==> src/rtl/core/assert_macros.svh <==
// Assertion macros shared by the RTL of the button click sequence detector.
// Depends on nothing; each file that asserts includes it.
`ifndef ASSERT_MACROS_SVH
`define ASSERT_MACROS_SVH

// The expression holds at every clock edge outside reset.
`define ASSERT_HOLDS(label, clk, rst_n, expr) \
	label: assert property (@(posedge clk) disable iff (!(rst_n)) (expr)) \
		else $error("assertion failed: invariant");

// The consequent holds at the edge where the antecedent holds.
`define ASSERT_IMPLIES(label, clk, rst_n, ante, cons) \
	label: assert property (@(posedge clk) disable iff (!(rst_n)) (ante) |-> (cons)) \
		else $error("assertion failed: same-cycle implication");

// The consequent holds at the edge after the one where the antecedent holds.
`define ASSERT_NEXT(label, clk, rst_n, ante, cons) \
	label: assert property (@(posedge clk) disable iff (!(rst_n)) (ante) |=> (cons)) \
		else $error("assertion failed: next-cycle implication");

`endif

==> src/rtl/core/bcsd_pkg.sv <==
// Package of the button click sequence detector: widths, register indexes,
// reset values and gesture codes. Depends on nothing.
package bcsd_pkg;

	localparam int unsigned TICK_W    = 16;
	localparam int unsigned GESTURE_W = 3;
	localparam int unsigned CFG_IDX_W = 2;
	localparam int unsigned CFG_DAT_W = 16;

	localparam logic [CFG_IDX_W-1:0] CFG_SHORT_PRESS_LIMIT = CFG_IDX_W'(0);
	localparam logic [CFG_IDX_W-1:0] CFG_SEQUENCE_TIMEOUT  = CFG_IDX_W'(1);

	localparam logic [TICK_W-1:0] SHORT_PRESS_LIMIT_RST = TICK_W'(300);
	localparam logic [TICK_W-1:0] SEQUENCE_TIMEOUT_RST  = TICK_W'(400);
	localparam logic [TICK_W-1:0] TICK_MAX              = '1;

	localparam logic [GESTURE_W-1:0] GESTURE_SINGLE      = GESTURE_W'(0);
	localparam logic [GESTURE_W-1:0] GESTURE_LONG        = GESTURE_W'(1);
	localparam logic [GESTURE_W-1:0] GESTURE_DOUBLE      = GESTURE_W'(2);
	localparam logic [GESTURE_W-1:0] GESTURE_SHORT_LONG  = GESTURE_W'(3);
	localparam logic [GESTURE_W-1:0] GESTURE_LONG_SHORT  = GESTURE_W'(4);
	localparam logic [GESTURE_W-1:0] GESTURE_DOUBLE_LONG = GESTURE_W'(5);

endpackage

==> src/rtl/core/bcsd_level_if.sv <==
// Channel carrying one sampled button level per request.
// Depends on nothing.
interface bcsd_level_if;
	logic valid;
	logic ready;
	logic button_level;

	modport source (output valid, output button_level, input ready);
	modport sink (input valid, input button_level, output ready);
endinterface

==> src/rtl/core/bcsd_gesture_if.sv <==
// Channel carrying one gesture code per request.
// Depends on bcsd_pkg for the code width.
interface bcsd_gesture_if;
	logic                              valid;
	logic                              ready;
	logic [bcsd_pkg::GESTURE_W-1:0]    gesture_code;

	modport source (output valid, output gesture_code, input ready);
	modport sink (input valid, input gesture_code, output ready);
endinterface

==> src/rtl/core/bcsd_cfg_if.sv <==
// Configuration write channel: register index and write data per request.
// Depends on bcsd_pkg for the field widths.
interface bcsd_cfg_if;
	logic                              valid;
	logic                              ready;
	logic [bcsd_pkg::CFG_IDX_W-1:0]    index;
	logic [bcsd_pkg::CFG_DAT_W-1:0]    data;

	modport source (output valid, output index, output data, input ready);
	modport sink (input valid, input index, input data, output ready);
endinterface

==> src/rtl/core/button_click_sequence_detector.sv <==
// Channel      Dir  Payload            Width
// button_ch    in   button_level       1
// gesture_ch   out  gesture_code       3
// cfg          in   index, data        2, 16
//
// One button request is taken per cycle unless stalled; the result register offers gestures.
// The input register feeds one pass of compare and count logic into the result register.
// When the result register is full and stalled, the input register holds and then stalls.
// Reset clears the state, the registers to their default values and all valid flags.
// Configuration writes are taken in every cycle.
//
// Top level of the button click sequence detector.
// Depends on bcsd_pkg, the three channel interfaces and assert_macros.svh.
`include "assert_macros.svh"

module button_click_sequence_detector (
	input logic             clk,
	input logic             arst_n,
	bcsd_level_if.sink      button_ch,
	bcsd_gesture_if.source  gesture_ch,
	bcsd_cfg_if.sink        cfg
);
	import bcsd_pkg::*;

	typedef enum logic [1:0] {
		PHASE_IDLE,
		PHASE_SHORT_FIRST,
		PHASE_LONG_FIRST
	} phase_t;

	logic                 valid_s1;
	logic                 level_s1;
	logic                 advance;

	logic [TICK_W-1:0]    short_limit_q;
	logic [TICK_W-1:0]    seq_timeout_q;

	phase_t               phase_q, phase_d;
	logic                 prior_q;
	logic [TICK_W-1:0]    press_q, press_d;
	logic [TICK_W-1:0]    left_q, left_d;
	logic                 out_valid_q;
	logic [GESTURE_W-1:0] out_code_q;

	logic                 emit_d;
	logic [GESTURE_W-1:0] code_d;
	logic [TICK_W-1:0]    press_inc;
	logic                 is_short;
	logic                 falling;
	logic                 rising;

	assign advance         = valid_s1 && (!out_valid_q || gesture_ch.ready);
	assign button_ch.ready = !valid_s1 || advance;
	assign cfg.ready       = 1'b1;

	assign gesture_ch.valid        = out_valid_q;
	assign gesture_ch.gesture_code = out_code_q;

	always_ff @(posedge clk or negedge arst_n) begin
		if (!arst_n) begin
			valid_s1 <= 1'b0;
		end else if (button_ch.ready) begin
			valid_s1 <= button_ch.valid;
		end
	end

	always_ff @(posedge clk) begin
		if (button_ch.valid && button_ch.ready) begin
			level_s1 <= button_ch.button_level;
		end
	end

	always_ff @(posedge clk or negedge arst_n) begin
		if (!arst_n) begin
			short_limit_q <= SHORT_PRESS_LIMIT_RST;
			seq_timeout_q <= SEQUENCE_TIMEOUT_RST;
		end else if (cfg.valid) begin
			if (cfg.index == CFG_SHORT_PRESS_LIMIT) begin
				short_limit_q <= cfg.data;
			end else if (cfg.index == CFG_SEQUENCE_TIMEOUT) begin
				seq_timeout_q <= cfg.data;
			end
		end
	end

	assign press_inc = (prior_q && press_q != TICK_MAX) ? press_q + 1'b1 : press_q;
	assign is_short  = press_inc <= short_limit_q;
	assign falling   = prior_q && !level_s1;
	assign rising    = !prior_q && level_s1;

	always_comb begin
		phase_d = phase_q;
		press_d = rising ? '0 : press_inc;
		left_d  = left_q;
		emit_d  = 1'b0;
		code_d  = GESTURE_SINGLE;
		if (falling) begin
			unique case (phase_q)
				PHASE_SHORT_FIRST: begin
					emit_d  = 1'b1;
					code_d  = is_short ? GESTURE_DOUBLE : GESTURE_SHORT_LONG;
					phase_d = PHASE_IDLE;
					left_d  = '0;
				end
				PHASE_LONG_FIRST: begin
					emit_d  = 1'b1;
					code_d  = is_short ? GESTURE_LONG_SHORT : GESTURE_DOUBLE_LONG;
					phase_d = PHASE_IDLE;
					left_d  = '0;
				end
				default: begin
					phase_d = is_short ? PHASE_SHORT_FIRST : PHASE_LONG_FIRST;
					left_d  = (seq_timeout_q == '0) ? TICK_W'(1) : seq_timeout_q;
				end
			endcase
		end else if (left_q != '0) begin
			left_d = left_q - 1'b1;
			if (left_q == TICK_W'(1)) begin
				phase_d = PHASE_IDLE;
				emit_d  = (phase_q == PHASE_SHORT_FIRST) || (phase_q == PHASE_LONG_FIRST);
				code_d  = (phase_q == PHASE_LONG_FIRST) ? GESTURE_LONG : GESTURE_SINGLE;
			end
		end else if (phase_q != PHASE_SHORT_FIRST && phase_q != PHASE_LONG_FIRST) begin
			phase_d = PHASE_IDLE;
		end
	end

	always_ff @(posedge clk or negedge arst_n) begin
		if (!arst_n) begin
			phase_q     <= PHASE_IDLE;
			prior_q     <= 1'b0;
			press_q     <= '0;
			left_q      <= '0;
			out_valid_q <= 1'b0;
			out_code_q  <= GESTURE_SINGLE;
		end else begin
			if (advance) begin
				phase_q <= phase_d;
				prior_q <= level_s1;
				press_q <= press_d;
				left_q  <= left_d;
			end
			if (advance && emit_d) begin
				out_valid_q <= 1'b1;
				out_code_q  <= code_d;
			end else if (gesture_ch.ready) begin
				out_valid_q <= 1'b0;
			end
		end
	end

	`ASSERT_HOLDS(a_timeout_with_phase, clk, arst_n, (phase_q == PHASE_IDLE) == (left_q == '0))
	`ASSERT_NEXT(a_emit_fills_output, clk, arst_n, advance && emit_d, out_valid_q)
	`ASSERT_IMPLIES(a_code_in_range, clk, arst_n, out_valid_q, out_code_q <= GESTURE_DOUBLE_LONG)
	`ASSERT_NEXT(a_press_monotonic, clk, arst_n, advance && !rising, press_q >= $past(press_q))

endmodule
==> src/flat_wrapper.sv <==
// flat-port wrapper written by rule: the top's interface ports become plain ports
module button_click_sequence_detector_flat import bcsd_pkg::*;
  (clk, arst_n, button_ch_valid, button_ch_button_level, button_ch_ready, gesture_ch_valid, gesture_ch_gesture_code, gesture_ch_ready, cfg_valid, cfg_index, cfg_data, cfg_ready);
  bcsd_level_if button_ch_i ();
  bcsd_gesture_if gesture_ch_i ();
  bcsd_cfg_if cfg_i ();
  input logic clk;
  input logic arst_n;
  input wire logic [$bits(button_ch_i.valid)-1:0] button_ch_valid;
  input wire logic [$bits(button_ch_i.button_level)-1:0] button_ch_button_level;
  output wire logic [$bits(button_ch_i.ready)-1:0] button_ch_ready;
  output wire logic [$bits(gesture_ch_i.valid)-1:0] gesture_ch_valid;
  output wire logic [$bits(gesture_ch_i.gesture_code)-1:0] gesture_ch_gesture_code;
  input wire logic [$bits(gesture_ch_i.ready)-1:0] gesture_ch_ready;
  input wire logic [$bits(cfg_i.valid)-1:0] cfg_valid;
  input wire logic [$bits(cfg_i.index)-1:0] cfg_index;
  input wire logic [$bits(cfg_i.data)-1:0] cfg_data;
  output wire logic [$bits(cfg_i.ready)-1:0] cfg_ready;
  assign button_ch_i.valid = button_ch_valid;
  assign button_ch_i.button_level = button_ch_button_level;
  assign button_ch_ready = button_ch_i.ready;
  assign gesture_ch_valid = gesture_ch_i.valid;
  assign gesture_ch_gesture_code = gesture_ch_i.gesture_code;
  assign gesture_ch_i.ready = gesture_ch_ready;
  assign cfg_i.valid = cfg_valid;
  assign cfg_i.index = cfg_index;
  assign cfg_i.data = cfg_data;
  assign cfg_ready = cfg_i.ready;
  button_click_sequence_detector u_core (.clk(clk), .arst_n(arst_n), .button_ch(button_ch_i), .gesture_ch(gesture_ch_i), .cfg(cfg_i));
endmodule
==> config.mk <==
export PLATFORM = sky130hd
export DESIGN_NAME = button_click_sequence_detector_flat
export DESIGN_NICKNAME = d
export VERILOG_FILES = /design/src/rtl/core/bcsd_pkg.sv /design/src/rtl/core/bcsd_level_if.sv /design/src/rtl/core/bcsd_gesture_if.sv /design/src/rtl/core/bcsd_cfg_if.sv /design/src/rtl/core/button_click_sequence_detector.sv /design/src/flat_wrapper.sv
export VERILOG_INCLUDE_DIRS = /design/src /design/src/rtl/core
export SDC_FILE = /design/constraint.sdc
export NUM_CORES = 1
export LEC_CHECK = 0
export BUFFER_PORTS_ARGS = -buffer_cell sky130_fd_sc_hd__buf_2
export CAP_MARGIN = 20
export CORE_MARGIN = 3
export CORE_UTILIZATION = 60
export CTS_CLUSTER_SIZE = 30
export DETAILED_ROUTE_END_ITERATION = 8
export PLACE_DENSITY = 0.79
export SETUP_SLACK_MARGIN = 0.3
export SLEW_MARGIN = 15
export SYNTH_ARGS = -nofsm -noshare
export SYNTH_HDL_FRONTEND = slang
export SYNTH_SLANG_ARGS = --single-unit
==> constraint.sdc <==
create_clock -name clk -period 3.9 [get_ports clk]
set_clock_uncertainty 0.1 [all_clocks]
set_input_delay 0.39 -clock clk [delete_from_list [all_inputs] [get_ports clk]]
set_output_delay 0.39 -clock clk [all_outputs]
set_load 0.005 [all_outputs]
# [Yosys cells after proc, flatten, opt, wreduce, memory -nomap -nowiden]
# Index checks and enable logic that the tools add are counted.
[classes] n_lt_le_gt_ge=1 n_mux=25 bitwise_logic=1 eq_ne=8 n_reduce_logical=25 addsub=2
[ops] op="16-bit two-way mux" count=6
[ops] op="16-bit by 1-bit adder with 16-bit output, second input constant" count=1
[ops] op="16-bit by 1-bit == test with 1-bit output, second input constant" count=1
[ops] op="16-bit <= comparator" count=1
[ops] op="16-bit zero test" count=1
[ops] op="16-bit inequality test, second input constant" count=1
[ops] op="16-bit nonzero test" count=1
[ops] op="16-bit by 1-bit subtractor with 16-bit output, second input constant" count=1
[ops] op="2-bit two-way mux" count=6
[ops] op="1-bit two-way mux" count=9
[ops] op="3-bit two-way mux" count=3
[ops] op="1-bit logical AND" count=7
[ops] op="3-bit one-hot mux with 2 select lines" count=1
[ops] op="3-bit AND reduction" count=2
[ops] op="2-bit by 1-bit == test with 1-bit output, second input constant" count=2
[ops] op="1-bit zero test" count=4
[ops] op="2-bit AND reduction" count=2
[ops] op="2-bit nonzero test" count=2
[ops] op="1-bit logical OR" count=3
[ops] op="3-bit by 2-bit inequality test with 1-bit output, second input constant" count=1
[ops] op="3-bit nonzero test" count=1
[ops] op="2-bit == test, second input constant" count=1
[ops] op="2-bit zero test" count=1
[ops] op="2-bit by 1-bit inequality test with 1-bit output, second input constant" count=1
[ops] op="3 further kinds" count=3
[totals] regBits=73 input_bits=24 out_inout_bits=6

# [Depth between registers and ports, before layout]
[logic_depth] word_depth=7 ltp_mapped=14 depth_no_buf=12

# [Worst setup path after synthesis]
# OpenSTA, ideal clock, no wires.
[synth_timing] path_kind="register to register" start="register u_core.press_q[7]" end="register u_core.out_code_q[0], in the netlist u_core.gesture_ch.gesture_code[0]" arrival_ns=2.756 t_required_ns=3.681 synth_period_minus_slack_ns=2.975 slack_ns=0.925 stages_incl_launch_ff=14 cell_sequence="dfrtp_1 > buf_2 > nand4_4 > or4_4 > buf_6 > o211ai_2 > buf_6 > nor3_1 > xor2_1 > ha_1 > and4_1 > a221oi_1 > a21oi_1 > o21a_1"
[synth_between] elab_chain_len=7 elab_cells_between_ends=9 cone_classes="add/sub: 1; order compare: 1; eq/ne: 1; mux: 5; reduce/logical: 1"
[synth_lines] item="start: declaration" line_no="button_click_sequence_detector.sv:40" source="logic [TICK_W-1:0] press_q, press_d;"
[synth_lines] item="start signal: assignment" line_no="button_click_sequence_detector.sv:140" source="press_q <= press_d;"
[synth_lines] item="parallel branches: the longest is 2 deep, another holds 16-bit by 1-bit adder with 16-bit output"
[synth_lines] item="16-bit two-way mux *" line_no="button_click_sequence_detector.sv:86" source="assign press_inc = (prior_q && press_q != TICK_MAX) ? press_q + 1'b1 : press_q;"
[synth_lines] item="16-bit <= comparator *" line_no="button_click_sequence_detector.sv:87" source="assign is_short = press_inc <= short_limit_q;"
[synth_lines] item="1-bit two-way mux" line_no="button_click_sequence_detector.sv:101, button_click_sequence_detector.sv:107"
[synth_lines] item="3-bit one-hot mux with 2 select lines *" line_no="button_click_sequence_detector.sv:98" source="unique case (phase_q)"
[synth_lines] item="3-bit two-way mux *" line_no="button_click_sequence_detector.sv:97" source="if (falling) begin"
[synth_lines] item="end signal: assignment" line_no="button_click_sequence_detector.sv:145" source="out_code_q <= code_d;"
[synth_lines] item="end: declaration" line_no="button_click_sequence_detector.sv:43" source="logic [GESTURE_W-1:0] out_code_q;"
# Every way passes the cells marked *.
# A chain may end at the register's enable or synchronous reset.

# [Final worst setup path]
[layout_timing] start="register u_core.press_q[9]" end="register u_core.phase_q[0]"
[layout_between] elab_chain_len=7 elab_cells_between_ends=8 cone_classes="add/sub: 1; order compare: 1; eq/ne: 1; mux: 4; reduce/logical: 1"
[layout_lines] item="parallel branches: the longest is 2 deep, another holds 16-bit by 1-bit adder with 16-bit output"
[layout_lines] item="16-bit two-way mux *" line_no="button_click_sequence_detector.sv:86"
[layout_lines] item="16-bit <= comparator *" line_no="button_click_sequence_detector.sv:87"
[layout_lines] item="2-bit two-way mux *" line_no="button_click_sequence_detector.sv:112" source="phase_d = is_short ? PHASE_SHORT_FIRST : PHASE_LONG_FIRST;"
[layout_lines] item="2-bit two-way mux *" line_no="button_click_sequence_detector.sv:98"
[layout_lines] item="2-bit two-way mux *" line_no="button_click_sequence_detector.sv:97"
[layout_lines] item="end signal: assignment" line_no="button_click_sequence_detector.sv:138" source="phase_q <= phase_d;"
[layout_lines] item="end: declaration" line_no="button_click_sequence_detector.sv:38" source="phase_t phase_q, phase_d;"
# Marked as above.

==> key figures <==
Logic synthesis
  • Syn Inst Count: 463
  • Synth top area share: 38.0%
  • Netlist cell types: about 60
  • Cell taking the most area after synthesis: dfrtp_1
  • Seq/Total Area, Yosys: 43.0%
  • Flops & latches, synth: 73
  • Synthesized Nets: between 500 and 600
  • Ys Warns: 0
  • EDFF count, synth: 1
  • Post-synth top flop: dfrtp_1
  • Ys async rst share: a little over nine tenths
  • Synth area leaders: dfrtp_1 38%, ha_1 6.4%, o21ai_0 5.0%
  • Netlist Area Pre-Place: 0.00428 mm2
  • Synth Area per Inst: 9.25 um2

Global route
  • Vias in the first global route: ~3400
  • Total Routing Usage GR: between 20 and 30%
  • Largest net degree at the start of global routing: 42
  • Total grt overflow: 0
  • Initial antenna violation count: 0
  • First-pass GRT wire length: around 17000 um

Detailed routing
  • DRC: 0
  • Via density: 6.16
  • Initial DRC Count: 377
  • Routed Antenna Nets: 0
  • Via Count: 3607
  • WL final: approximately 10000 um
  • Initial DRT Pass Iterations: 5
  • Avg WL per Cell: 16.8 um

Die
  • Starting Density: 62.3%
  • Total Die Area: 0.00819 mm2
  • Io pins: 30
  • Standard-cell row count: 30
  • Die Ht: 90.5 um
  • Die X: 90.5 um
  • Core area: 0.00687 mm2

Critical path
  • Crit-path max FO: 11
  • Crit start category: flop
  • Worst Path Required: between 4 and 5 ns
  • Crit path DAT: 3.47 ns
  • Worst reg-to-reg setup slack: 0.56 ns
  • CP Capture Type: flop
  • Critical path type: flop to flop

Power and ir drop
  • Final Power: 2.45 mW
  • Leak pwr: slightly above 2 nW
  • Peak VDD IR: 0.286 mV
  • P per Cell Area: 524 mW/mm2

Layout
  • # diodes: 0
  • Fill count: approximately 580
  • Most frequent cells in the layout: 65 x dfrtp_1, 46 x nand2_1, 43 x o21ai_0
  • Most common cell after layout, fill and taps aside: dfrtp_1
  • Nets: 531
  • Syn-to-layout area delta: 9.00%
  • Register area: 0.00184 mm2
  • Multi-input logic area: 0.00222 mm2
  • Share of layout cells above drive strength 1: 17.3%

Outcome
  • Status: completed

Timing
  • Final Hold Vio Count: 0
  • Max-slew violation total from the final report: 0
  • Pin slew with the least headroom to its limit: 1.03 ns
  • Slew HR: 30.7%
  • Clock period minus final worst setup slack: between 3 and 4 ns
  • Tcrit/Tclk final: 85.7%
  • Worst Setup Slack, final: 0.556 ns
  • RSZ-0062 raised after global routing: false
  • Highest Clock Rate: 0.299 GHz
  • Setup Total Neg Slack: 0 ns
  • Setup violations, final: 0

Placement
  • PortBufs: 28
  • GP Congestion: approximately 0.88
  • Final HPWL DP: 7150 um
  • Place WS: 0.509 ns

CTS
  • Clock buffer count from CTS: 9
  • Root Buffer: clkbuf_8
  • Post-CTS Repair Setup Buffers: 0
  • Clock Latency Late Sink: 0.36 ns
  • Longest Clk Path Bufs: 2
  • Htree depth: 3
  • CTS tree: done
  • # clock sinks: 73
  • CTS clk-pin slew, worst paths: approximately 0.1 ns

Worst hold path
  • Type of the most critical hold path: input port to asynchronous set/reset pin

Job
  • Max Cap Violations: 0
==> critical path: stages (launching register included) <==
cell and delay [ns]:
dfrtp_1 0.49, nand4_4 0.19, or4_4 0.55, o211ai_4 0.37, nor3_1 0.11, xor2_1 0.17
ha_1 0.32, nand4_1 0.10, nor3_1 0.26, o21ai_0 0.13, a21oi_1 0.28, o22ai_1 0.11
==> cell usage after synthesis (10+ instances only) <==
master,n
inv_1,33
a21oi_1,25
ha_1,22
mux2_2,17
nand2_1,46
nor3_1,13
dfrtp_1,65
nor2_1,29
o21ai_0,43
clkbuf_1,12
xnor2_1,10
o21ai_1,10
==> registers in the layout (all words and copies together) (netlist names) <==
| register | flops |
|---|---|
| u_core.level_s1 | 1 |
| u_core.phase_q | 2 |
| u_core.left_q | 16 |
| u_core.gesture_ch.valid | 1 |
| u_core.press_q | 16 |
| u_core.gesture_ch.gesture_code | 3 |
| u_core.valid_s1 | 1 |
| u_core.short_limit_q | 16 |
| u_core.prior_q | 1 |
| u_core.seq_timeout_q | 16 |
==> cell families (layout without fill, tap and decap cells) <==
group / Yosys count / after routing / share of synthesized area, %
AO/OA/AOI/OAI: 125 / 125 / 17.9
multiplexers: 20 / 20 / 5.17
other: 1 / 1 / 0.0876
XOR/XNOR: 15 / 15 / 3.07
buffers and inverters: 55 / 82 / 5.61
flip-flops: 73 / 73 / 43.0
adder cells (fa/ha/maj): 22 / 22 / 6.43
AND/OR/NAND/NOR: 152 / 152 / 18.8
==> final cells by class <==
cell class	instances	area share [%]
well taps	96	2.57
clock inverters	7	1.42
repair buffers	33	3.81
flip-flops and latches	73	39.4
multi-input cells	335	47.5
clock buffers	9	2.65
inverters	33	2.65
==> what timing repair did <==
action,CTS,global route
hold buffers,0,0
resized for setup,0,1
endpoints found under the setup margin,0,3
==> through the flow <==
step	util [%]	cell area (um2)	hold WS, ns	std cells
CTS	67.8	4660	0.0623	586
finish	68.0	4670	0.0512	586
global placement	65.1	4470	0.383	570
global route	68.0	4670	0.0975	586
floorplan	-	4280	-0.00559	463
detailed placement	65.1	4470	0.396	570
==> report_power, final <==
part / leakage (nW) / switching [mW] / internal [mW] / total [mW]
sequential: 0.911 / 0.181 / 0.941 / 1.12
clock: 0.0991 / 0.333 / 0.250 / 0.583
combinational: 1.05 / 0.443 / 0.300 / 0.742
total: 2.06 / 0.957 / 1.49 / 2.45
==> worst paths after layout <==
| path | from | endpoint | cells after the start |
|---|---|---|---|
| max | u_core.press_q[9] | u_core.phase_q[0] | 11 |
| min | arst_n | u_core.left_q[8] | 1 |
| max reg2reg | u_core.press_q[9] | u_core.phase_q[0] | 11 |
| min reg2reg | u_core.short_limit_q[3] | u_core.short_limit_q[3] | 2 |
| max in group asynchronous | arst_n | u_core.short_limit_q[5] | 2 |
| min in group clk | button_ch_button_level | u_core.level_s1 | 1 |
==> layer usage <==
metal  track usage [%]  part of all wire, %
met5                 0                    0
met4              5.74                 0.97
met3              6.83                  7.5
met2              38.4                   46
met1              35.8                   46
Note: power is estimated with default switching activity, not from simulation.
